$ cat src/hdl/rzs_div.sv
// rzs_div: restoring divider, one quotient bit per cycle
// depends on nothing
`timescale 1ns / 1ps
`default_nettype none
module rzs_div #(
    parameter int NW = 96,
    parameter int DW = 32
) (
    input  wire logic          clk,
    input  wire logic          rst_n,
    input  wire logic          start,
    input  wire logic [NW-1:0] num,
    input  wire logic [DW-1:0] den,
    output logic               done,
    output logic      [NW-1:0] quo
);
    localparam int CW = $clog2(NW + 1);
    logic [NW-1:0] q_reg;
    logic [DW:0]   rem_reg;
    logic [DW-1:0] d_reg;
    logic [CW-1:0] cnt_reg;
    logic          busy_reg;
    logic [DW:0]   shifted;
    logic [DW+1:0] diff;

    assign shifted = {rem_reg[DW-1:0], q_reg[NW-1]};
    assign diff    = {1'b0, shifted} - {2'b0, d_reg};
    assign quo     = q_reg;

    always_ff @(posedge clk or negedge rst_n)
    begin
        if (!rst_n)
        begin
            busy_reg <= 1'b0;
            done     <= 1'b0;
            cnt_reg  <= '0;
        end
        else
        begin
            done <= 1'b0;
            if (start)
            begin
                busy_reg <= 1'b1;
                cnt_reg  <= CW'(NW);
            end
            else if (busy_reg)
            begin
                cnt_reg <= cnt_reg - 1'b1;
                if (cnt_reg == CW'(1))
                begin
                    busy_reg <= 1'b0;
                    done     <= 1'b1;
                end
            end
        end
    end

    always_ff @(posedge clk)
    begin
        if (start)
        begin
            q_reg   <= num;
            rem_reg <= '0;
            d_reg   <= den;
        end
        else if (busy_reg)
        begin
            if (!diff[DW+1])
            begin
                rem_reg <= diff[DW:0];
                q_reg   <= {q_reg[NW-2:0], 1'b1};
            end
            else
            begin
                rem_reg <= shifted;
                q_reg   <= {q_reg[NW-2:0], 1'b0};
            end
        end
    end
endmodule
`default_nettype wire

$ cat config.mk
export PLATFORM = sky130hd
export DESIGN_NAME = rzs_div
export DESIGN_NICKNAME = d
export VERILOG_FILES = /design/src/hdl/rzs_div.sv
export SDC_FILE = /design/constraint.sdc
export NUM_CORES = 1
export LEC_CHECK = 0
export BUFFER_PORTS_ARGS = -buffer_cell sky130_fd_sc_hd__clkbuf_2
export CORE_MARGIN = 3
export CORE_UTILIZATION = 45
export DETAILED_ROUTE_END_ITERATION = 12
export PLACE_DENSITY = 0.69
export SYNTH_ARGS = -nofsm -noshare
export SYNTH_HDL_FRONTEND = slang
export SYNTH_SLANG_ARGS = --single-unit
$ cat constraint.sdc
create_clock -name clk -period 2.87 [get_ports clk]
set_input_delay 0.861 -clock clk [delete_from_list [all_inputs] [get_ports clk]]
set_output_delay 0.861 -clock clk [all_outputs]
set_load 0.005 [all_outputs]
==> impl_metrics.py <==
metrics = {
    "outcome": {
        "status": "completed",
    },
    "clock_network": {
        "cts_buffers": 17,
        "hold_buffers": 0,
        "clock_sinks": 169,
        "cts-root-buf": "clkbuf_16",
        "clk_latency_ps": 430,
        "clk_path_buf_depth": 2,
        "htree_num_levels": 4,
        "tritoncts": "done",
        "clk_pin_slew_ps": 70,
    },
    "logic_synthesis": {
        "synth_common_cells": "edfxtp_1 (128), mux2_2 (95), nor2_1 (51)",
        "synth_edf_count": 128,
        "ys_seq_area_frac": 0.532,
        "async_flop_share": 0.0533,
        "avgSynthCellArea_sq_um": 11.9,
        "syn-cell-area_sq_mm": 0.00886,
        "ys_ff_latch": 169,
        "syn-instance-count": 746,
        "yosys_warnings": 0,
        "synth_most_common_cell": "edfxtp_1",
        "synth_area_leader_cell": "edfxtp_1",
        "synth_area_leaders": "edfxtp_1 (43%), mux2_2 (12%), dfxtp_1 (7.2%)",
        "synth_top_area_share": 0.434,
        "synthFlopType": "edfxtp_1",
        "syn_nets": 912,
        "synthDistinctLibCells": 69,
    },
    "worst_setup_path": {
        "criticalPathCategory": "reg -> reg",
        "slowest_delay_ps": 380,
        "slowest_stage": "edfxtp_1",
        "critPathArrivalTime_ps": 3050,
        "crit_path_start_kind": "flip-flop",
        "timing.rr.end": "rem_reg[20]$_SDFFE_PP0P_",
        "reg2reg_from": "quo[95]$_DFFE_PP_",
        "crit_chain": "inv_1, ha_2, inv_1, fa_2, a21o_1, a221o_1, a32oi_1, buf_4, nand2_2, o31ai_4, xnor2_1, o21ai_1, a311oi_1",
        "cp.required_ps": 3190,
        "r2r_slack_ps": 140,
        "crit_fanout": 4,
        "end_kind": "flip-flop",
        "worst_path_most_repeated_cell": "inv_1",
        "reg2reg_depth": 13,
    },
    "drt": {
        "drtAntennaViolNets": 0,
        "firstDrtPassIters": 5,
        "vias": 6784,
        "drc": 0,
        "drt_iter0_markers": 407,
        "wl_per_cell_um": 17.4,
        "vias_per_cell": 5.36,
        "finalWirelength_mm": 22.0,
    },
    "power_and_ir_drop": {
        "ir_worst_vdd_mv": 0.360,
        "power_density_mw_per_mm2": 549,
        "leakage_nw": 5.00,
    },
    "grt": {
        "grt_util_all_layers": 0.207,
        "gr-total-overflow": 0,
        "grt_pass1_vias": 6825,
        "grt_pass1_wl_mm": 35.8,
        "grt_max_degree": 68,
        "antenna_found_initial": 0,
    },
    "sta": {
        "rsz0062_at_grt": "no",
        "period_share": 0.951,
        "maxSlewViolCount": 0,
        "worstMarginPinSlew_ps": 539,
        "fin_tns_setup_ps": 0,
        "hold_ws_ps": 288,
        "slew_headroom": 0.636,
        "finalHoldViolCount": 0,
        "fmax_ghz": 0.366,
        "fin_crit_ps": 2730,
        "skew_ps": 12.0,
        "setup_viol": 0,
    },
    "final_layout": {
        "antenna_cells": 0,
        "layoutNonFillerInstCount": 1265,
        "largest_reg_flops": 96,
        "drive_gt1_frac": 0.415,
        "area_delta_synth_final_pct": 26.0,
        "post-route-util": 0.587,
        "nets": 1158,
    },
    "flow_run": {
        "cap_violations": 0,
    },
    "worst_hold_path": {
        "hold_path.class": "in -> async",
    },
    "placement": {
        "place_inst": 1229,
        "gp_congestion": 0.877,
        "portBuffers": 227,
        "dp_hpwl_mm": 16.2,
    },
    "floorplan": {
        "ios": 228,
        "core-area_sq_mm": 0.0190,
        "dieArea_sq_mm": 0.0214,
        "die_w_um": 146,
        "die_height_um": 146,
        "start_util": 0.466,
        "row_count": 50,
    },
}
## where the power goes
group / switching (mW) / leakage (nW) / total (mW) / internal (mW)
clock: 1.09 / 0.292 / 2.34 / 1.25
combinational: 0.373 / 3.01 / 0.797 / 0.424
sequential: 0.119 / 1.70 / 2.99 / 2.87
total: 1.58 / 5.00 / 6.13 / 4.54
## critical path, delay by kind of cell, from the launching register on
family | cells | cell delay, ps
AND/OR/NAND/NOR | 1 | 90
XOR/XNOR | 1 | 140
AO/OA/AOI/OAI | 6 | 1250
buffers and inverters | 3 | 270
adder cells (fa/ha/maj) | 2 | 500
flip-flops | 1 | 380
## how the worst max path moves through the flow
stage / from / end / slack [ps] / cells after the start
floorplan: start / quo[0]$_DFFE_PP_ / -40 / 3
global placement: quo[95]$_DFFE_PP_ / rem_reg[12]$_SDFFE_PP0P_ / 40 / 13
detailed placement: quo[95]$_DFFE_PP_ / rem_reg[20]$_SDFFE_PP0P_ / -20 / 13
CTS: quo[95]$_DFFE_PP_ / rem_reg[20]$_SDFFE_PP0P_ / 10 / 13
global route: quo[95]$_DFFE_PP_ / rem_reg[16]$_SDFFE_PP0P_ / 10 / 13
finish: quo[95]$_DFFE_PP_ / rem_reg[20]$_SDFFE_PP0P_ / 140 / 13
## per-stage QoR
stage / power (mW) / cell area [sq um] / setup slack [ps]
finish: 6.13 / 11200 / 140
global route: 6.40 / 11200 / 10.8
CTS: 6.18 / 11100 / 11.6
detailed placement: 3.83 / 10500 / -17.5
global placement: 3.82 / 10500 / 38.9
floorplan: 3.44 / 8880 / -44.2
## layout by cell type (no fill, tap or decap), drive strengths merged, types with 3 or more instances in the layout
master and count:
clkbuf 244, edfxtp 128, mux2 96, nor2 55, inv 51, a21oi 44
nand2 43, buf 36, ha 34, dfxtp 32, o21ai 29, a211oi 21
xnor2 20, a21o 17, mux2i 15, nor3 11, dfrtp 9, xor2 8
and3 7, nand4 6, nor2b 6, nand3 6, a31oi 5, o211ai 5
o21a 5, o21bai 5, a22oi 5, o31ai 5, nand2b 4, clkinv 4
or3 3, and4 3, a32oi 3, o2111ai 3, a311oi 3
## routing by layer
metal	routed length (um)	vias up	track usage
met5	0	-	0
met3	1560	30	0.0664
met2	10800	207	0.343
met1	9190	3262	0.265
li1	-	3285	-
met4	388	0	0.0541
## repair_timing
item	in CTS	in global routing
gates cloned	0	1
pin swaps	6	12
gates resized for setup	3	13
setup endpoints to repair	2	19
setup buffers	0	3
## cell families (layout without fill, tap and decap cells)
logic type,count (synthesis),count (layout),share of synthesized area
mux,111,111,0.139
xor+xnor,28,28,0.0277
buf+inv,80,338,0.0383
fa+ha+maj,35,35,0.0503
flops,169,169,0.532
simple gates,155,156,0.0842
compound gates,168,168,0.129
## layout make-up
cell class                 count  area [sq um]
inverter                      44           169
timing repair buffer         262          1460
sequential                   169          4710
multi-input combinational    498          3900
clock buffer                  18           429
clock inverter                14           175
tap                          260           325
fill                        1682          7850
Note: power is estimated with default switching activity, not from simulation.
