### src/hdl/rzs_sqrt.sv
// rzs_sqrt: bit-pair integer square root, one result bit per cycle
// depends on nothing
`timescale 1ns / 1ps
`default_nettype none
module rzs_sqrt (
    input  wire logic        clk,
    input  wire logic        rst_n,
    input  wire logic        start,
    input  wire logic [63:0] x,
    output logic             done,
    output logic      [31:0] root
);
    logic [63:0] x_reg;
    logic [33:0] rem_reg;
    logic [31:0] r_reg;
    logic [5:0]  cnt_reg;
    logic        busy_reg;
    logic [33:0] trial_rem;
    logic [33:0] trial;
    logic [34:0] diff;

    assign trial_rem = {rem_reg[31:0], x_reg[63:62]};
    assign trial     = {r_reg, 2'b01};
    assign diff      = {1'b0, trial_rem} - {1'b0, trial};
    assign root      = r_reg;

    always_ff @(posedge clk or negedge rst_n)
    begin
        if (!rst_n)
        begin
            busy_reg <= 1'b0;
            done     <= 1'b0;
            cnt_reg  <= '0;
        end
        else
        begin
            done <= 1'b0;
            if (start)
            begin
                busy_reg <= 1'b1;
                cnt_reg  <= 6'd32;
            end
            else if (busy_reg)
            begin
                cnt_reg <= cnt_reg - 1'b1;
                if (cnt_reg == 6'd1)
                begin
                    busy_reg <= 1'b0;
                    done     <= 1'b1;
                end
            end
        end
    end

    always_ff @(posedge clk)
    begin
        if (start)
        begin
            x_reg   <= x;
            rem_reg <= '0;
            r_reg   <= '0;
        end
        else if (busy_reg)
        begin
            x_reg <= {x_reg[61:0], 2'b00};
            if (!diff[34])
            begin
                rem_reg <= diff[33:0];
                r_reg   <= {r_reg[30:0], 1'b1};
            end
            else
            begin
                rem_reg <= trial_rem;
                r_reg   <= {r_reg[30:0], 1'b0};
            end
        end
    end
endmodule
`default_nettype wire

### config.mk
export PLATFORM = sky130hd
export DESIGN_NAME = rzs_sqrt
export DESIGN_NICKNAME = d
export VERILOG_FILES = /design/src/hdl/rzs_sqrt.sv
export SDC_FILE = /design/constraint.sdc
export NUM_CORES = 1
export LEC_CHECK = 0
export ABC_CLOCK_PERIOD_IN_PS = 3240
export BUFFER_PORTS_ARGS = -buffer_cell sky130_fd_sc_hd__buf_2
export CORE_MARGIN = 3
export CORE_UTILIZATION = 50
export DETAILED_ROUTE_END_ITERATION = 10
export GPL_TIMING_DRIVEN = 0
export PLACE_DENSITY_LB_ADDON = 0.08
export SYNTH_ARGS = -nofsm -noshare
export SYNTH_HDL_FRONTEND = slang
export SYNTH_SLANG_ARGS = --single-unit
### constraint.sdc
create_clock -name clk -period 3.24 [get_ports clk]
set_input_delay 0.162 -clock clk [delete_from_list [all_inputs] [get_ports clk]]
set_output_delay 0.162 -clock clk [all_outputs]
set_load 0.02 [all_outputs]
==> summary.txt, run 1 <==
Cells and area
  – Post-route insts no fill: just over 1000
  – Synthesis-to-layout area growth: 19.9%
  – Post-route cell area: 8880 um^2
  – Commonest non-fill, non-tap cell in the layout: buf_2
  – Antenna Cells: 0
  – Util after Layout: between 60% and 70%
  – Max FFs per register: 64
  – Most frequent cells in the layout: buf_2 (99), nor2_1 (86), edfxtp_1 (64)
  – Share of layout cells above drive strength 1: 27.3%
  – Final net count: 925

Critical path
  – Worst path cell trace: inv_1 -> ha_2 -> and2b_2 -> o2111ai_4 -> a2111o_1 -> a21oi_2 -> a211oi_4 -> a211oi_4 -> nor2_2 -> or4_4 -> a311oi_2
  – CP endpoint kind: flop
  – Type of origin of the critical path: flop
  – WP data arrival: between 3 and 4 ns
  – Slowest CP cell: or4_4
  – Max incr delay on CP: approximately 0.55 ns
  – Cell mode on critical path: a211oi_4
  – Crit Path Category: flop to flop
  – CP Max Fanout: 3
  – Bufs and invs on worst path: 1
  – CP Data Required Time: 3.58 ns
  – CP top delay family: compound AO/OA/AOI/OAI gates

Pwr
  – Leak: about 4 nW
  – Pwr dens: about 940 nW/um^2
  – Worst VDD drop: approximately 0.47 mV

Floorplan
  – Die Y: 128 um
  – Top-Level Pins: 100
  – Die footprint: 16300 um^2
  – Initial core utilization: 52.1%
  – Die X: roughly 130 um
  – Core ar.: 14200 um^2
  – Row count: 43

Routing
  – Metal-1 WL: 7.38 mm
  – Antenna-violating nets left: 0
  – Initial drt markers: between 400 and 500
  – Vias: ~5700
  – DRC viols: 0
  – DRT Pass-1 Iters: 5
  – WL/cell: 16.6 um
  – Max layer used: met4
  – Met3 Routed Length: just under 1 mm
  – Final wirelength: about 17 mm
  – Met2 wire len: 8.20 mm
  – Vias per inst: between 5 and 6

Clock network
  – Total clock sinks: 136
  – Worst-path clk slew: roughly 0.060 ns
  – Clk root buf: clkbuf_16
  – Number of buffers created by CTS: 17
  – CTS tree: done
  – Worst-Skew Late Latency: between 0.4 and 0.5 ns
  – H-tree depth: 4
  – CTS Buffer Depth: 2

Synthesis
  – Synth warn: 0
  – Register area share after synthesis: a little under half
  – Syn_nets: 802
  – Post-synthesis register bit count: between 100 and 150
  – Post-Syn Area: roughly 7400 um^2
  – Synth unique cells: between 60 and 70
  – Mapped Avg Cell Area: between 10 and 15 um^2
  – Post-synth EDFFs: 64
  – Post-synth ARST share: approximately 5.9%
  – Post-synthesis cell count: 700
  – Ys flop type: edfxtp_1

GRT
  – Total Routing Usage GR: 21.3%
  – First-pass GRT wire length: 27.8 mm
  – Antenna violations before repair: 0
  – Largest net degree at the start of global routing: 46
  – Vias in the first global route: about 5700
  – Grt total ovfl: 0

Timing
  – Skew final: around 0.009 ns
  – Setup violators final: 0
  – RSZ-0062 raised after global routing: yes
  – Max-slew violations: 0
  – Post-route minimum period: between 3 and 4 ns
  – Period utilisation layout: between 90 and 100%
  – Final worst slack: between 0.08 and 0.09 ns
  – Worst-margin pin slew: about 0.80 ns
  – Fmax: between 300 and 400 MHz
  – Final Hold Vio Count: 0
  – Slew margin rel.: between 40% and 50%

Place
  – HPWL Detailed: roughly 12 mm
  – Placed cells: between 900 and 1000
  – Cell Area, Placed: between 8000 and 9000 um^2
  – Placement Setup Slack: -0.195 ns
  – RD Place Congestion: 0.907
  – Buffers added on ports: 98

Hold path
  – Type of the most critical hold path: input port to flop

Job
  – Max cap viols: 0

Status
  – Outcome: completed
==> worst paths after layout <==
kind	from	end	slack, ns	cells past startpoint
worst max register to register	x_reg[63]	rem_reg[29]	0.09	11
min in group asynchronous	rst_n	cnt_reg[2]	0.12	2
worst min register to register	rem_reg[27]	rem_reg[27]	0.51	2
max in group asynchronous	rst_n	busy_reg	2.94	2
worst max-delay path	x_reg[63]	rem_reg[29]	0.09	11
worst min-delay path	x[1]	x_reg[1]	0.02	2
==> per-layer routing <==
metal | vias to the layer above | global-route usage [%]
met5 | - | 0
met4 | 0 | 6.62
met3 | 28 | 6.75
met2 | 150 | 34.9
met1 | 2742 | 27.0
li1 | 2773 | -
==> report_power, final <==
part / switching, mW / internal [mW]
sequential: 0.196 / 2.14
clock: 0.745 / 1.15
combinational: 2.16 / 2.00
total: 3.10 / 5.29
==> Yosys cell counts, drive strengths merged (9+ instances only) <==
cell type  number  area share [%]
dfxtp          64              17
nor3            9            0.61
mux2i          55             7.4
ha             35             5.9
xnor2          19             2.2
edfxtp         64              26
mux2           63             9.6
xor2           11             1.3
nor2           87             4.4
inv            50             2.5
clkbuf         19            0.96
a21oi          32             2.2
buf            14             1.3
o21ai          20             1.4
a21o           11             1.1
a211oi         27             3.0
nand2          25             1.3
==> timing repair <==
item                       4_1_cts  5_1_grt
hold buffers                     1        0
pin swaps                        3        6
resized for setup                2       23
gates cloned                     0        0
buffers inserted                 2        3
hold endpoints to repair         8        0
setup endpoints to repair       23       22
==> per-stage QoR <==
| stage | setup TNS, ns | hold WS, ns | power [mW] |
|---|---|---|---|
| floorplan | 0 | -0.134 | 5.35 |
| global placement | -20.10 | 0.0124 | 6.02 |
| detailed placement | -2.36 | 0.0156 | 6.08 |
| CTS | 0 | 0.00264 | 8.10 |
| global route | -0.106 | 0.0257 | 8.94 |
| finish | 0 | 0.0221 | 8.39 |
==> cells by family after synthesis <==
group	synth area share (%)
xor gates and xnor gates	3.55
adders and majority gates	5.92
DFF	46.0
and+or+nand+nor	10.2
muxes	17.0
AOI/OAI and AO/OA	12.5
buffers and inverters	4.80
==> final cells by class <==
type | instances | area [um^2]
clock inverter | 11 | 125
multi-input combinational | 481 | 3750
inverter | 50 | 188
sequential | 136 | 3410
fill | 1214 | 5330
tap | 180 | 225
buffer | 32 | 173
clock buffer | 21 | 450
timing repair buffer | 105 | 558
No activity file was read; power rests on OpenSTA's default activity.
==> run 2: changes to the inputs <==
Settings changed: HOLD_SLACK_MARGIN from default to 0.1, PLACE_DENSITY from default to 0.71, PLACE_DENSITY_LB_ADDON 0.08 to default.
==> run 2 against run 1 <==
Net effect: first-iteration DRC count grew 6.4%; die area is the same; sequential share of layout area shrank 2.7 points; flip-flop and latch count is the same; sequential power is essentially flat.
==> summary.txt, run 2 (same netlist as run 1, synthesis figures left out) <==
Status
  – Outcome: completed

Routing
  – DRT Pass-1 Iters: 5
  – Initial drt markers: approximately 450
  – WL/cell: around 18 um
  – Vias: between 5000 and 6000
  – DRC viols: 0
  – Final wirelength: around 19 mm
  – Vias per inst: ~5.5
  – Antenna-violating nets left: 0

Critical path
  – R2R setup slack: between 0.05 and 0.06 ns
  – Crit Path Category: flop to flop
  – Max incr delay on CP: ~0.52 ns
  – R2r endpoint: rem_reg[20]
  – FF-to-FF Start: x_reg[62]
  – CP Data Required Time: ~3.5 ns
  – Worst path cell trace: inv_2 -> ha_2 -> and2b_1 -> o2111ai_2 -> a2111o_1 -> a21oi_4 -> a211oi_4 -> a211oi_4 -> or2_1 -> buf_6 -> buf_12 -> mux2i_2 -> a211oi_1
  – WP data arrival: roughly 3.5 ns
  – CP endpoint kind: flop
  – Cell mode on critical path: a211oi_4
  – Type of origin of the critical path: flop
  – Worst-case reg-to-reg path depth: 13
  – Slowest CP cell: a2111o_1
  – CP Max Fanout: 10

GRT
  – Antenna violations before repair: 0
  – Grt total ovfl: 0
  – Vias in the first global route: about 6200
  – First-pass GRT wire length: between 30 and 40 mm
  – Total Routing Usage GR: about a quarter
  – Largest net degree at the start of global routing: 43

Timing
  – TNS Setup: 0 ns
  – Period utilisation layout: 98.2%
  – Skew final: about 0.0091 ns
  – Post-route minimum period: roughly 3.2 ns
  – Worst-margin pin slew: between 0.8 and 0.9 ns
  – Max-slew violations: 0
  – Fmax: roughly 310 MHz
  – Slew margin rel.: between 40% and 50%
  – Final Hold Vio Count: 0
  – Setup violators final: 0

Clock network
  – Clk root buf: clkbuf_16
  – Total clock sinks: roughly 140
  – H-tree depth: 4
  – Worst-Skew Late Latency: approximately 0.43 ns
  – Worst-path clk slew: ~0.060 ns
  – CTS Buffer Depth: 2
  – Number of buffers created by CTS: 17
  – CTS tree: done

Pwr
  – Leak: around 4.2 nW
  – Worst VDD drop: roughly 0.44 mV
  – Pwr dens: 898 nW/um^2
  – Total power: 8.57 mW

Floorplan
  – Row count: between 40 and 50
  – Core ar.: 14200 um^2
  – Initial core utilization: 52.1%
  – Top-Level Pins: 100
  – Die footprint: 16300 um^2
  – Die Y: roughly 130 um
  – Die X: between 100 and 150 um

Cells and area
  – Final net count: ~1000
  – Commonest non-fill, non-tap cell in the layout: buf_2
  – Post-route cell area: ~9500 um^2
  – Most frequent cells in the layout: buf_2 (99), nor2_1 (86), dlygate4sd3_1 (65)
  – FILL cells: roughly 1100
  – Antenna Cells: 0
  – Share of layout cells above drive strength 1: 26.0%
  – Synthesis-to-layout area growth: 29.0%
  – Max FFs per register: between 60 and 70

Place
  – Buffers added on ports: a little under 100
  – HPWL Detailed: ~12 mm
  – RD Place Congestion: between 0.8 and 0.9
  – Cell Area, Placed: between 8000 and 9000 um^2

Hold path
  – Type of the most critical hold path: input port to asynchronous set/reset pin

Job
  – Max cap viols: 0
run 2: critical path, delay by kind of cell (launching register included):
kind	cells	cell delay, ns
compound gates	6	1.43
simple gates	2	0.39
flops	1	0.38
buf+inv	3	0.36
mux	1	0.26
fa+ha+maj	1	0.19
run 2: how the worst max path moves through the flow:
| stage | startpoint | endpoint | slack, ns | depth (start not counted) |
|---|---|---|---|---|
| 4_1_cts | root[0] | rem_reg[25] | 0.01 | 13 |
| 2_1_floorplan | root[7] | rem_reg[22] | 0.20 | 13 |
| 6_report | x_reg[62] | rem_reg[20] | 0.06 | 13 |
| 5_1_grt | x_reg[62] | rem_reg[25] | -0.05 | 13 |
| 3_5_place_dp | root[7] | rem_reg[26] | -0.20 | 13 |
| 3_3_place_gp | busy_reg | x_reg[34] | -0.27 | 4 |
run 2: timing repair:
item	CTS	global route
cloned	0	0
gates resized for setup	4	21
hold buffers	65	0
setup buffers	3	3
pin swaps	4	11
hold endpoints to repair	72	0
setup endpoints to repair	30	26
run 2: through the flow:
stage | std cells | hold WS [ns] | utilization [%] | setup slack [ns]
after floorplan | 700 | -0.134 | - | 0.196
after global placement | 978 | 0.00876 | 57.2 | -0.271
after detailed placement | 979 | 0.0153 | 57.3 | -0.204
after CTS | 1079 | 0.116 | 66.2 | 0.0109
after global routing | 1080 | 0.116 | 67.2 | -0.0464
final | 1080 | 0.121 | 67.2 | 0.0585
run 2: metal layers:
layer | vias to the layer above | global-route usage [%] | share of wire [%]
met4 | 0 | 7.18 | 1.8
met1 | 2896 | 28.9 | 41
met5 | - | 0 | 0
li1 | 2899 | - | -
met3 | 25 | 5.79 | 4.8
met2 | 165 | 42.8 | 52
run 2: where the power goes:
part / switching [mW] / total, mW / internal [mW]
Combinational: 2.25 / 4.33 / 2.09
Clock: 0.820 / 1.89 / 1.07
Sequential: 0.205 / 2.34 / 2.14
Total: 3.27 / 8.57 / 5.30
run 2: layout make-up:
cell class | instances | area (um^2) | share of cell area [%]
clock inverter | 15 | 145 | 1.52
inverter | 50 | 188 | 1.97
timing repair buffer | 170 | 1220 | 12.8
clock buffer | 17 | 425 | 4.46
sequential | 136 | 3410 | 35.7
tap | 180 | 225 | 2.36
multi-input combinational | 481 | 3770 | 39.5
buffer | 31 | 165 | 1.73
